--- config.mk ---
export PLATFORM = sky130hd
export DESIGN_NAME = qau_front
export DESIGN_NICKNAME = d
export VERILOG_FILES = /design/src/hdl/qau_pkg.sv /design/src/hdl/qau_front.sv
export SDC_FILE = /design/constraint.sdc
export NUM_CORES = 1
export LEC_CHECK = 0
export ABC_AREA = 0
export BUFFER_PORTS_ARGS = -buffer_cell sky130_fd_sc_hd__buf_2
export CORE_MARGIN = 2
export CORE_UTILIZATION = 51
export CTS_BUF_LIST = sky130_fd_sc_hd__clkbuf_4 sky130_fd_sc_hd__clkbuf_8 sky130_fd_sc_hd__clkbuf_16
export DETAILED_ROUTE_END_ITERATION = 6
export GPL_ROUTABILITY_DRIVEN = 0
export PLACE_DENSITY = 0.75
export SLEW_MARGIN = 20
export SYNTH_ARGS = -nofsm -noshare
export SYNTH_HDL_FRONTEND = slang
export SYNTH_SLANG_ARGS = --single-unit
--- constraint.sdc ---
create_clock -name clk -period 7.6 [get_ports clk]
set_input_delay 1.14 -clock clk [delete_from_list [all_inputs] [get_ports clk]]
set_output_delay 1.14 -clock clk [all_outputs]
set_load 0.02 [all_outputs]
--- src/hdl/qau_pkg.sv ---
// ----------------------------------------------------------------------------
// Quaternion arithmetic unit package
// Operation codes, status codes, queue sizing and control structures shared
// by the front end, the back end and the normalize unit.
// ----------------------------------------------------------------------------
package qau_pkg;

    typedef enum logic [2:0] {
        OP_MUL  = 3'd0,
        OP_DOT  = 3'd1,
        OP_NEG  = 3'd2,
        OP_NORM = 3'd3,
        OP_MAT  = 3'd4
    } op_t;

    localparam logic [1:0] ST_OK   = 2'd0;
    localparam logic [1:0] ST_SAT  = 2'd1;
    localparam logic [1:0] ST_ZERO = 2'd2;

    localparam int QDEPTH = 4;
    localparam int QPTR_W = 2;

    // Classification made by the front end for each queued beat.
    typedef struct packed {
        op_t  op;
        logic self_prod;   // products are a times a instead of a times b
    } qau_tag_t;

    typedef enum logic [2:0] {
        NORM_IDLE,
        NORM_SQRT,
        NORM_DIV,
        NORM_ROUND,
        NORM_DONE
    } norm_state_t;

    typedef struct packed {
        logic start;
        logic ack;
    } qau_norm_ctl_t;

    typedef struct packed {
        logic idle;
        logic done;
    } qau_norm_sts_t;

endpackage

--- src/hdl/qau_front.sv ---
// ----------------------------------------------------------------------------
// Quaternion arithmetic unit front end
// Accepts input beats, drops unknown operations and queues the rest.
// ----------------------------------------------------------------------------
module qau_front
    import qau_pkg::*;
#(
    parameter int WORD_BITS = 32
)
(
    input  logic                        clk,
    input  logic                        rst_n,
    input  logic                        in_valid,
    output logic                        in_stall,
    input  logic [2:0]                  op,
    input  logic signed [WORD_BITS-1:0] a [4],
    input  logic signed [WORD_BITS-1:0] b [4],
    output logic                        q_valid,
    input  logic                        q_ready,
    output qau_tag_t                    q_tag,
    output logic signed [WORD_BITS-1:0] q_a [4],
    output logic signed [WORD_BITS-1:0] q_b [4]
);

    qau_tag_t                    tag_mem [QDEPTH];
    logic signed [WORD_BITS-1:0] a_mem   [QDEPTH][4];
    logic signed [WORD_BITS-1:0] b_mem   [QDEPTH][4];

    logic [QPTR_W-1:0] wr_ptr_reg, wr_ptr_next;
    logic [QPTR_W-1:0] rd_ptr_reg, rd_ptr_next;
    logic [QPTR_W:0]   count_reg, count_next;
    logic              push, pop, known;
    qau_tag_t          tag_in;

    assign in_stall = (count_reg == (QPTR_W+1)'(QDEPTH));
    assign known    = (op <= OP_MAT);
    assign push     = in_valid && !in_stall && known;
    assign q_valid  = (count_reg != '0);
    assign pop      = q_valid && q_ready;

    always_comb
    begin
        tag_in.op        = op_t'(op);
        tag_in.self_prod = (op_t'(op) == OP_MAT) || (op_t'(op) == OP_NORM);
        wr_ptr_next      = push ? wr_ptr_reg + 1'b1 : wr_ptr_reg;
        rd_ptr_next      = pop  ? rd_ptr_reg + 1'b1 : rd_ptr_reg;
        count_next       = count_reg + (QPTR_W+1)'(push) - (QPTR_W+1)'(pop);
    end

    always_ff @(posedge clk or negedge rst_n)
    begin
        if (!rst_n)
        begin
            wr_ptr_reg <= '0;
            rd_ptr_reg <= '0;
            count_reg  <= '0;
        end
        else
        begin
            wr_ptr_reg <= wr_ptr_next;
            rd_ptr_reg <= rd_ptr_next;
            count_reg  <= count_next;
        end
    end

    always_ff @(posedge clk)
    begin
        if (push)
        begin
            tag_mem[wr_ptr_reg] <= tag_in;
            a_mem[wr_ptr_reg]   <= a;
            b_mem[wr_ptr_reg]   <= b;
        end
    end

    assign q_tag = tag_mem[rd_ptr_reg];
    assign q_a   = a_mem[rd_ptr_reg];
    assign q_b   = b_mem[rd_ptr_reg];

endmodule

== Word-level counts from Yosys, hierarchy flattened ==
Memory sizes are Yosys's and may differ from the RTL's.
Index checks and enable logic that the tools add are counted.

* Flip-flop bits (word level): 7
* Bits in writable memories: 1040
* Bits of input ports: 263
* Output and inout port bits: 262
* Word-level logic and storage cells: 22
* Memories kept: 3

{| class="wikitable"
|+ Memories
! memory !! words !! bits a word !! rd ports !! clocked after Yosys merged registers in !! wr ports !! RTL line !! RTL
|-
| a_mem || 4 || 128 || 1 || 0 || 1 || qau_front.sv:26 || <nowiki>logic signed [WORD_BITS-1:0] a_mem [QDEPTH][4];</nowiki>
|-
| b_mem || 4 || 128 || 1 || 0 || 1 || qau_front.sv:27 || <nowiki>logic signed [WORD_BITS-1:0] b_mem [QDEPTH][4];</nowiki>
|-
| tag_mem || 4 || 4 || 1 || 0 || 1 || qau_front.sv:25 || <nowiki>qau_tag_t tag_mem [QDEPTH];</nowiki>
|}

* $add $sub $neg: 4
* Order comparisons: 1
* Equality and inequality tests: 3
* Mux-type cells: 2
* Reductions and logical operators: 6

{| class="wikitable"
|+ Operators with widths
! kind !! number
|-
| equality test 3 bit, second input constant || 2
|-
| adder 2 x 1 -> 2 bit, second input constant || 2
|-
| adder 3 x 1 -> 3 bit || 1
|-
| equality test 3 x 2 -> 1 bit, second input constant || 1
|-
| <= comparator 3 bit, second input constant || 1
|-
| logical AND 1 bit || 3
|-
| nonzero test 3 bit || 1
|-
| subtractor 3 x 1 -> 3 bit || 1
|-
| two-way mux 1 bit || 2
|-
| zero test 1 bit || 1
|-
| logical OR 1 bit || 1
|}

== Longest topological paths before layout ==
Gate-level depths: netlist of the first run.

* Depth after elaboration: 6
* Mapped depth: 10
* Depth with buffers taken out: 9

== Least setup slack after synthesis of the first run ==
Ideal clock, no wire load.

* Kind: in2reg
* Start point: input port op[0]
* End point: memory a_mem[0][0] (netlist name) (enable)
* Library setup time: 0.654 ns
* Arrival: 7.491 ns
* Data required time: 6.946 ns
* Setup slack: -0.546 ns
* Stages on the path: 4
* Path buffers: 1
* Path through: o21ai_0 > and3b_1 > buf_2 > and2_1

* Cells in the longest elaborated chain, start to end: 4

{| class="wikitable"
|+ Ends and longest elaborated chain
! what !! RTL line !! RTL
|-
| from (decl) || qau_front.sv:15 || <nowiki>input logic [2:0] op,</nowiki>
|-
| <= comparator 3 bit || qau_front.sv:36 || <nowiki>assign known = (op <= OP_MAT);</nowiki>
|-
| logical AND 1 bit || qau_front.sv:37 || <nowiki>assign push = in_valid && !in_stall && known;</nowiki>
|-
| two-way mux 1 bit || qau_front.sv:68 || <nowiki>if (push)</nowiki>
|-
| two-way mux 1 bit (not written as such) || qau_front.sv:71 || <nowiki>a_mem[wr_ptr_reg] <= a;</nowiki>
|-
| to (decl) || qau_front.sv:26 ||
|}

No other way between the ends.

==> out/metrics.cfg, run 1 <==
[run_status]
status = completed

[die]
io_pins = 525
rows = 100
coreArea_mm2 = 0.0741
start_util = 0.512
fp.dieH_um = 277
die_x_um = 277
dieArea_mm2 = 0.0766

[grt]
grt_max_degree = 139
grt_remaining_overflow = 0
grt_pass1_wl_um = 113000
grt_usage = 0.196
use_met1 = 0.248
grt_use_met3 = 0.0604
antenna_found_initial = 26
grt_busiest_layer = met2
use_met2 = 0.318
grt_pass1_vias = 18049

[synth]
ys_warn_count = 0
ys_ff_latch = 1047
syn_nets = 1669
synth.distinct_cells = 21
netlist_instances = 1399
synth_area_mm2 = 0.0379
syn_area_per_cell_um2 = 27.1
ys_seq_area_frac = 0.828

[layout]
multi_input_area_mm2 = 0.00611
num-nets-final = 2253
drive_above_1_share = 0.467
area_growth_pct = 18.6
n_fill_cell = 5095
largestRegisters = a_mem (512), b_mem (512), tag_mem (16)
seq_area_mm2 = 0.0314

[drt]
first_pass_iters = 6
first_iter_violations = 1434
wirelength_um = 75400
num_vias = 17056
drt-vias-per-instance = 5.60
drc = 0
routedWlPerCell_um = 24.7
postRouteAntennaNets = 0

[clock_tree]
cts_tree = built
clkSinkCount = 1047
clk_pin_slew_worst_paths_ps = 60
cts_setup_buffers = 0
postCtsHoldBufs = 0
cts.path.max_buffers = 3
cts_resized = 0
numCtsBuffers = 102
insertion_delay_ps = 650
htreeDepth = 3
cts-root-buf = clkbuf_16

[power]
p_leak_uw = 0.0152
cellPowerDensity_mw_per_mm2 = 392
ir_worst_vdd_mv = 0.292
total_power_uw = 17600

[sta]
min_period_ps = 4520
rsz0062_at_grt = false
clock_skew_ps = 34.3
fin_crit_sh = 0.595
tns_ps = 0
finalHoldViolations = 0
slew_headroom = 0.286
setup_viol = 0
finalMaxSlewViolations = 0
fmax_mhz = 221
max_slew.worst_pin.slew_ps = 1070

[setup_path]
cp_max_fo = 67
cpLargestDelayFamily = flip-flops
path_class = register to primary output
end_kind = primary output
cp_num_buf_inv = 2
slowest_delay_ps = 1110
cp.arrival_ps = 3380
crit_slowest_cell = dfrtp_4
cp.required_ps = 6460
r2r_slack_ps = 4310
startpoint_type = register
path_cells = buf_4 > mux4_2 > buf_2

[min_path]
hp-class = input port to async pin

[job]
cap_violations = 0

[placement]
hpwl_um = 44900
port_buffers = 524

kinds of logic after synthesis:
| logic type | Yosys count | share of synthesized area |
|---|---|---|
| xor gates and xnor gates | 5 | 0.00115 |
| buffers and inverters | 65 | 0.0117 |
| and+or+nand+nor | 11 | 0.00178 |
| adders and majority gates | 7 | 0.00251 |
| AOI/OAI and AO/OA | 3 | 0.000495 |
| muxes | 261 | 0.155 |
| DFF | 1047 | 0.828 |
layout make-up:
| cell class | count | share of cell area |
|---|---|---|
| tap | 969 | 0.0269 |
| inverter | 6 | 0.000500 |
| timing repair buffer | 539 | 0.0640 |
| antenna | 16 | 0.000889 |
| clock buffer | 114 | 0.0595 |
| multi-input combinational | 287 | 0.136 |
| sequential | 1047 | 0.698 |
| clock inverter | 68 | 0.0148 |
layer usage:
metal / vias up / wire, um / share of wire
li1: 7286 / - / -
met1: 8952 / 28000 / 0.37
met2: 639 / 38400 / 0.51
met3: 157 / 6210 / 0.082
met4: 22 / 2630 / 0.035
met5: - / 130 / 0.0017
cells in the mapped netlist, drive strengths merged:
cell type     n  share of area
xnor2         4        0.00092
clkbuf        6        0.00059
buf          53          0.011
and2          4        0.00066
dfrtp         7         0.0046
xor2          1        0.00023
nor3b         1        0.00033
nand2         3        0.00030
or3           1        0.00016
inv           6        0.00059
ha            6         0.0020
nor2          1       0.000099
o21ai         2        0.00026
mux4        260           0.15
and3b         1        0.00023
o31a          1        0.00023
edfxtp     1040           0.82
fa            1        0.00053
mux2          1        0.00040
cell usage in the layout (no fill, tap or decap), drive strengths merged, types with 2 or more instances in the layout:
cell and n:
edfxtp 1040, buf 539, mux4 260, clkbuf 114, clkinv 50, diode 16, bufinv 11, inv 11
dfrtp 7, ha 6, xnor2 4, and2 4, nand2 3, o21ai 2, clkinvlp 2
worst paths after layout:
path                               start       endpoint  cells after the start
min in group clk            count_reg[0]   count_reg[0]                      1
max reg2reg                 count_reg[2]   b_mem[3][28]                      5
max in group asynchronous          rst_n  rd_ptr_reg[1]                      1
min                                rst_n   count_reg[2]                      1
max                        rd_ptr_reg[1]        q_a[94]                      3
min reg2reg                 count_reg[0]   count_reg[0]                      1
where the power goes:
| group | switching (uW) | internal, uW |
|---|---|---|
| logic | 3080 | 2070 |
| registers | 302 | 7190 |
| clock network | 2070 | 2910 |
| total | 5450 | 12200 |
metrics by stage:
stage	hold slack [ps]	cells	area (um2)	worst slack [ps]	util
finish	316	3046	45000	3080	0.608
global route	289	3043	45000	2860	0.608
CTS	269	3029	44900	3020	0.607
detailed placement	570	2847	41600	3610	0.562
global placement	552	2847	41600	3610	0.562
floorplan	535	1399	38000	2390	-
Note: power is estimated with default switching activity, not from simulation.
==> run 2, diff against run 1 <==
--- a/config.mk
+++ b/config.mk
@@ -8,11 +8,11 @@
 export ABC_AREA = 0
 export BUFFER_PORTS_ARGS = -buffer_cell sky130_fd_sc_hd__buf_2
 export CORE_MARGIN = 2
-export CORE_UTILIZATION = 51
+export CORE_UTILIZATION = 52
 export CTS_BUF_LIST = sky130_fd_sc_hd__clkbuf_4 sky130_fd_sc_hd__clkbuf_8 sky130_fd_sc_hd__clkbuf_16
 export DETAILED_ROUTE_END_ITERATION = 6
 export GPL_ROUTABILITY_DRIVEN = 0
-export PLACE_DENSITY = 0.75
+export PLACE_DENSITY = 0.73
 export SLEW_MARGIN = 20
 export SYNTH_ARGS = -nofsm -noshare
 export SYNTH_HDL_FRONTEND = slang
==> constraint.sdc (replaced) <==
create_clock -name clk -period 4.7 [get_ports clk]
set_input_delay 0.705 -clock clk [delete_from_list [all_inputs] [get_ports clk]]
set_output_delay 0.705 -clock clk [all_outputs]
set_load 0.02 [all_outputs]
==> run 2 against run 1 <==
Non-clock buffer count rose by 25. Hold slack lost 56 ps. Critical path depth unchanged. Sequential share of layout area shrank 0.74 points. Via count rose by 0.59%. Die area decreased by 1.9%. Global-route usage is 1.2 points higher. Clock power increased by 72%. Wire length grew 3.8%. Critical endpoint is now q_a[54]. Largest cell class unchanged. Highest routed layer unchanged.
==> out/metrics.cfg, run 2 (synthesis results as in run 1) <==
[die]
start_util = 0.523  ; +0.0105
coreArea_mm2 = 0.0726  ; -2.0%
dieArea_mm2 = 0.0751  ; -1.9%
io_pins = 525  ; unchanged
die_x_um = 274  ; -0.95%
rows = 99  ; -1.0%
fp.dieH_um = 274  ; -0.95%

[sta]
fmax_mhz = 280
finalMaxSlewViolations = 0  ; unchanged
max_slew.worst_pin.slew_ps = 921  ; -151 ps
setup_viol = 0  ; unchanged
min_period_ps = 3570
setup_ws_ps = 1130  ; -1950 ps
clock_skew_ps = 32.9  ; -1.44 ps
rsz0062_at_grt = false
tns_ps = 0  ; unchanged
fin_crit_sh = 0.761
finalHoldViolations = 0  ; unchanged
slew_headroom = 0.386  ; +0.100

[clock_tree]
clkSinkCount = 1047  ; unchanged
cts.path.max_buffers = 3  ; unchanged
postCtsHoldBufs = 1  ; +1
numCtsBuffers = 102  ; unchanged
clk_pin_slew_worst_paths_ps = 60  ; about the same
insertion_delay_ps = 650  ; about the same
cts_tree = built
htreeDepth = 3  ; unchanged
cts_setup_buffers = 0  ; unchanged
cts_resized = 0  ; unchanged
cts-root-buf = clkbuf_16

[setup_path]
r2r_slack_ps = 2130  ; -2180 ps
cp.arrival_ps = 2870  ; -510 ps
r2r_start = count_reg[2]
cp_max_fo = 59  ; -12%
path_class = register to primary output
crit_slowest_cell = dfrtp_4
cp.required_ps = 3990  ; -2470 ps
cpLargestDelayFamily = flip-flops
end_kind = primary output
startpoint_type = register
r2r-end = b_mem[1][22]
cp_num_buf_inv = 2  ; unchanged
slowest_delay_ps = 860  ; -250 ps
r2r_cells = 4  ; -1
path_cells = buf_12 > mux4_2 > buf_2

[drt]
wirelength_um = 78300  ; +3.8%
first_pass_iters = 5  ; -1
drc = 0  ; unchanged
first_iter_violations = 1283  ; -11%
drt-vias-per-instance = 5.61  ; +0.23%
routedWlPerCell_um = 25.6  ; +3.5%
num_vias = 17157  ; +0.59%
postRouteAntennaNets = 0  ; unchanged

[min_path]
hp-class = input port to register
min-delay-start = b[76]
hold-path-cell-count = 1
hold_path_end = b_mem[2][76]

[power]
cellPowerDensity_mw_per_mm2 = 642  ; +64%
p_leak_uw = 0.0154  ; +1.6%
ir_worst_vdd_mv = 0.475  ; +63%

[layout]
layout.cells.non_filler = 3057  ; +0.36%
drive_above_1_share = 0.478  ; +0.0114
largestRegisters = a_mem (512), b_mem (512), tag_mem (16)
num-nets-final = 2278  ; +1.1%
area_growth_pct = 19.9
final_common_cell = edfxtp_1
layout_common_cells = 1040 x edfxtp_1, 524 x buf_2, 260 x mux4_2, 103 x clkbuf_16, 21 x buf_4

[grt]
grt_pass1_vias = 18201  ; +0.84%
grt_max_degree = 74  ; -47%
grt_usage = 0.208  ; +0.0123
grt_remaining_overflow = 0  ; unchanged
grt_pass1_wl_um = 115000  ; +1.9%
grt_busiest_layer = met2
antenna_found_initial = 25  ; -3.8%
grt_use_met3 = 0.0635  ; +0.00308
use_met2 = 0.351  ; +0.0334
use_met1 = 0.255  ; +0.00699

[placement]
hpwl_um = 49100  ; +9.4%
dp_slack_ps = 1700  ; -1900 ps
placedCellCount = 2862  ; +0.53%
port_buffers = 524  ; unchanged

[job]
cap_violations = 0  ; unchanged

[run_status]
status = completed

-- run 2: cell types whose count changed in the layout (fill, tap and decap cells not counted), moves of 4 or more --
cell	delta
clkinvlp_4	+5
diode_2	-5
clkbuf_4	+4
buf_12	+8
clkinv_2	-5
bufinv_16	+8
buf_4	+17
clkinv_1	-11
-- run 2: worst max-delay path by stage --
stage	depth (start not counted)	slack [ps]	start	end
4_1_cts	3	980	rd_ptr_reg[0]	q_a[54]
3_3_place_gp	3	1720	rd_ptr_reg[0]	q_a[54]
6_report	3	1130	rd_ptr_reg[0]	q_a[54]
2_1_floorplan	4	-80	op[0]	a_mem[0][0]
3_5_place_dp	5	1700	op[0]	b_mem[1][76]
5_1_grt	3	910	rd_ptr_reg[0]	q_a[59]
-- run 2: metrics by stage --
stage	power, uW	utilization	hold WS [ps]	area, um2
floorplan	18200	-	409	38000
global placement	20800	0.577	540	41900
detailed placement	21000	0.577	547	41900
CTS	29600	0.626	211	45500
global route	30300	0.627	226	45500
finish	29200	0.627	260	45500
-- run 2: power breakdown --
group	total [uW]	switching, uW	internal [uW]	leakage [uW]
clock	8560	3400	5160	0.00175
combinational	8570	5110	3450	0.00413
sequential	12100	455	11600	0.00954
-- run 2: cell type report --
type / count / area, um2
Tap cell: 959 / 1200
Clock buffer: 117 / 2680
Multi-Input combinational cell: 287 / 6110
Inverter: 6 / 22.5
Timing Repair Buffer: 564 / 3150
Sequential cell: 1047 / 31400
Clock inverter: 66 / 895
Antenna cell: 11 / 27.5
Fill cell: 4855 / 27100
-- run 2: layer usage --
layer | vias to the layer above | part of all wire
met5 | - | 0.0022
met4 | 26 | 0.031
met3 | 174 | 0.078
met2 | 548 | 0.52
met1 | 9074 | 0.37
li1 | 7335 | -
==> run 3, diff against run 2 <==
--- a/config.mk
+++ b/config.mk
@@ -8,11 +8,11 @@
 export ABC_AREA = 0
 export BUFFER_PORTS_ARGS = -buffer_cell sky130_fd_sc_hd__buf_2
 export CORE_MARGIN = 2
-export CORE_UTILIZATION = 52
+export CORE_UTILIZATION = 51
 export CTS_BUF_LIST = sky130_fd_sc_hd__clkbuf_4 sky130_fd_sc_hd__clkbuf_8 sky130_fd_sc_hd__clkbuf_16
 export DETAILED_ROUTE_END_ITERATION = 6
 export GPL_ROUTABILITY_DRIVEN = 0
-export PLACE_DENSITY = 0.73
+export PLACE_DENSITY = 0.75
 export SLEW_MARGIN = 20
 export SYNTH_ARGS = -nofsm -noshare
 export SYNTH_HDL_FRONTEND = slang
==> constraint.sdc (replaced) <==
create_clock -name clk -period 3.26 [get_ports clk]
set_input_delay 0.489 -clock clk [delete_from_list [all_inputs] [get_ports clk]]
set_output_delay 0.489 -clock clk [all_outputs]
set_load 0.02 [all_outputs]
==> run 3 against run 2 <==
Critical endpoint is now q_a[95]. First-iteration DRC count increased by 11%. Setup slack got worse by 950 ps. Global-route usage decreased by 0.58 points. Hold slack got worse by 220 ps. Wire length decreased by 1.1%. Largest cell class unchanged.
==> out/metrics.cfg, run 3 (synthesis results as in run 1) <==
[die]
die_x_um = 277  ; +0.96%
rows = 100  ; +1.0%
io_pins = 525  ; unchanged
fp.dieH_um = 277  ; +0.96%
coreArea_mm2 = 0.0741  ; +2.0%
start_util = 0.512  ; -0.0105
dieArea_mm2 = 0.0766  ; +1.9%

[setup_path]
r2r_start = count_reg[2]
r2r_cells = 9  ; +5
cp_max_fo = 29  ; -51%
cp.arrival_ps = 2600  ; -270 ps
cp.required_ps = 2770  ; -1220 ps
startpoint_type = register
crit_path_start = rd_ptr_reg[0]
end_kind = primary output
path_class = register to primary output

[layout]
layout_common_cells = 1040 x edfxtp_1, 524 x buf_2, 260 x mux4_2, 100 x clkbuf_16, 44 x buf_4
final_common_cell = edfxtp_1
num-nets-final = 2314  ; +1.6%
utilization = 0.618  ; -0.00925
n_fill_cell = 4928  ; +1.5%
drive_above_1_share = 0.482  ; +0.00342
largestRegisters = a_mem (512), b_mem (512), tag_mem (16)
area_growth_pct = 20.5

[drt]
first_iter_violations = 1425  ; +11%
first_pass_iters = 5  ; unchanged
postRouteAntennaNets = 0  ; unchanged
num_vias = 17361  ; +1.2%
wirelength_um = 77400  ; -1.1%
drt-vias-per-instance = 5.59  ; -0.44%
drc = 0  ; unchanged
routedWlPerCell_um = 24.9  ; -2.7%

[placement]
port_buffers = 524  ; unchanged
dp_slack_ps = 591  ; -1110 ps
hpwl_um = 50900  ; +3.6%

[grt]
grt_pass1_vias = 18474  ; +1.5%
antenna_found_initial = 27  ; +8.0%
grt_remaining_overflow = 0  ; unchanged
grt_pass1_wl_um = 116000  ; +0.44%
grt_max_degree = 89  ; +20%
grt_usage = 0.202  ; -0.00578

[clock_tree]
cts_tree = built
numCtsBuffers = 99  ; -2.9%
cts-root-buf = clkbuf_16
clkSinkCount = 1047  ; unchanged
insertion_delay_ps = 650  ; about the same
cts_resized = 0  ; unchanged
clk_pin_slew_worst_paths_ps = 60  ; about the same
cts.path.max_buffers = 3  ; unchanged
htreeDepth = 3  ; unchanged

[power]
seq_power_share = 0.415  ; +0.002
combPwrFrac = 0.308  ; +0.014
ir_worst_vdd_mv = 0.672  ; +41%
power_frac_clock = 0.278  ; -0.015
p_leak_uw = 0.0155  ; +0.85%
total_power_uw = 41600  ; +43%
cellPowerDensity_mw_per_mm2 = 910  ; +42%
internal_power_uw = 28800  ; +42%
swShare = 0.308  ; +0.00115
switching_power_uw = 12800  ; +43%

[sta]
clock_skew_ps = 36.2  ; +3.28 ps
min_period_ps = 3090
slew_headroom = 0.551  ; +0.165
fin_crit_sh = 0.948
setup_ws_ps = 171  ; -955 ps
rsz0062_at_grt = false
setup_viol = 0  ; unchanged
finalMaxSlewViolations = 0  ; unchanged
finalHoldViolations = 0  ; unchanged
max_slew.worst_pin.slew_ps = 674  ; -247 ps
fmax_mhz = 324

[min_path]
hp-class = input port to register
hold-path-cell-count = 1  ; unchanged
min-delay-start = b[64]

[run_status]
status = completed

[job]
cap_violations = 0  ; unchanged

-- run 3: cell count changes in the layout (fill, tap and decap cells not counted) --
cell and change:
buf_4 +23, buf_12 +13, clkinv_1 +8, bufinv_16 -6, diode_2 +5, clkinvlp_4 -4, clkbuf_16 -3, clkbuf_4 +3
dlygate4sd3_1 +3, clkinv_2 -2
-- run 3: final cells by class --
cell class | instances | area (um2) | area share
Inverter | 6 | 22.5 | 0.000492
Timing Repair Buffer | 603 | 3610 | 0.0790
Clock inverter | 62 | 704 | 0.0154
Clock buffer | 117 | 2630 | 0.0575
Tap cell | 969 | 1210 | 0.0265
Multi-Input combinational cell | 287 | 6110 | 0.133
Antenna cell | 16 | 40.0 | 0.000875
Sequential cell | 1047 | 31400 | 0.687
-- run 3: metal layers --
layer | vias to the layer above | track usage | share of wire
li1 | 7399 | - | -
met5 | - | 0 | 0.0018
met1 | 9089 | 0.250 | 0.37
met2 | 668 | 0.335 | 0.51
met3 | 183 | 0.0635 | 0.081
met4 | 22 | 0.0818 | 0.037
-- run 3: final timing paths --
kind / slack [ps] / endpoint
max in group asynchronous: 2840 / rd_ptr_reg[0]
min in group asynchronous: 240 / wr_ptr_reg[1]
setup reg to reg: 890 / count_reg[2]
hold / removal: 40 / b_mem[3][64]
hold reg to reg: 590 / count_reg[0]
setup / recovery: 170 / q_a[95]
-- run 3: stage by stage --
stage               TNS [ps]  hold slack [ps]  std cells  area, um2
CTS                        0            0.216       3091      45700
global route               0             12.5       3107      45700
global placement           0              328       2908      42300
finish                     0             44.5       3107      45700
floorplan           -1387560              193       1399      38000
detailed placement         0              334       2908      42300
-- run 3: critical path: stages, from the launching register on --
cell     delay [ps]
dfrtp_4         610
buf_12          250
buf_12          270
mux4_2          590
buf_2           190
-- run 3: timing repair --
action	in CTS	in global routing
buffers inserted	0	0
hold buffers	4	0
hold endpoints to repair	16	0
-- run 3: power by group through the flow --
stage	Sequential (uW)	Combinational, uW	Clock (uW)
after floorplan	17500	8740	0
after global placement	17400	12900	0
after detailed placement	17600	13000	0
after CTS	17300	13100	11800
after global routing	17400	13600	12300
final	17300	12800	11600
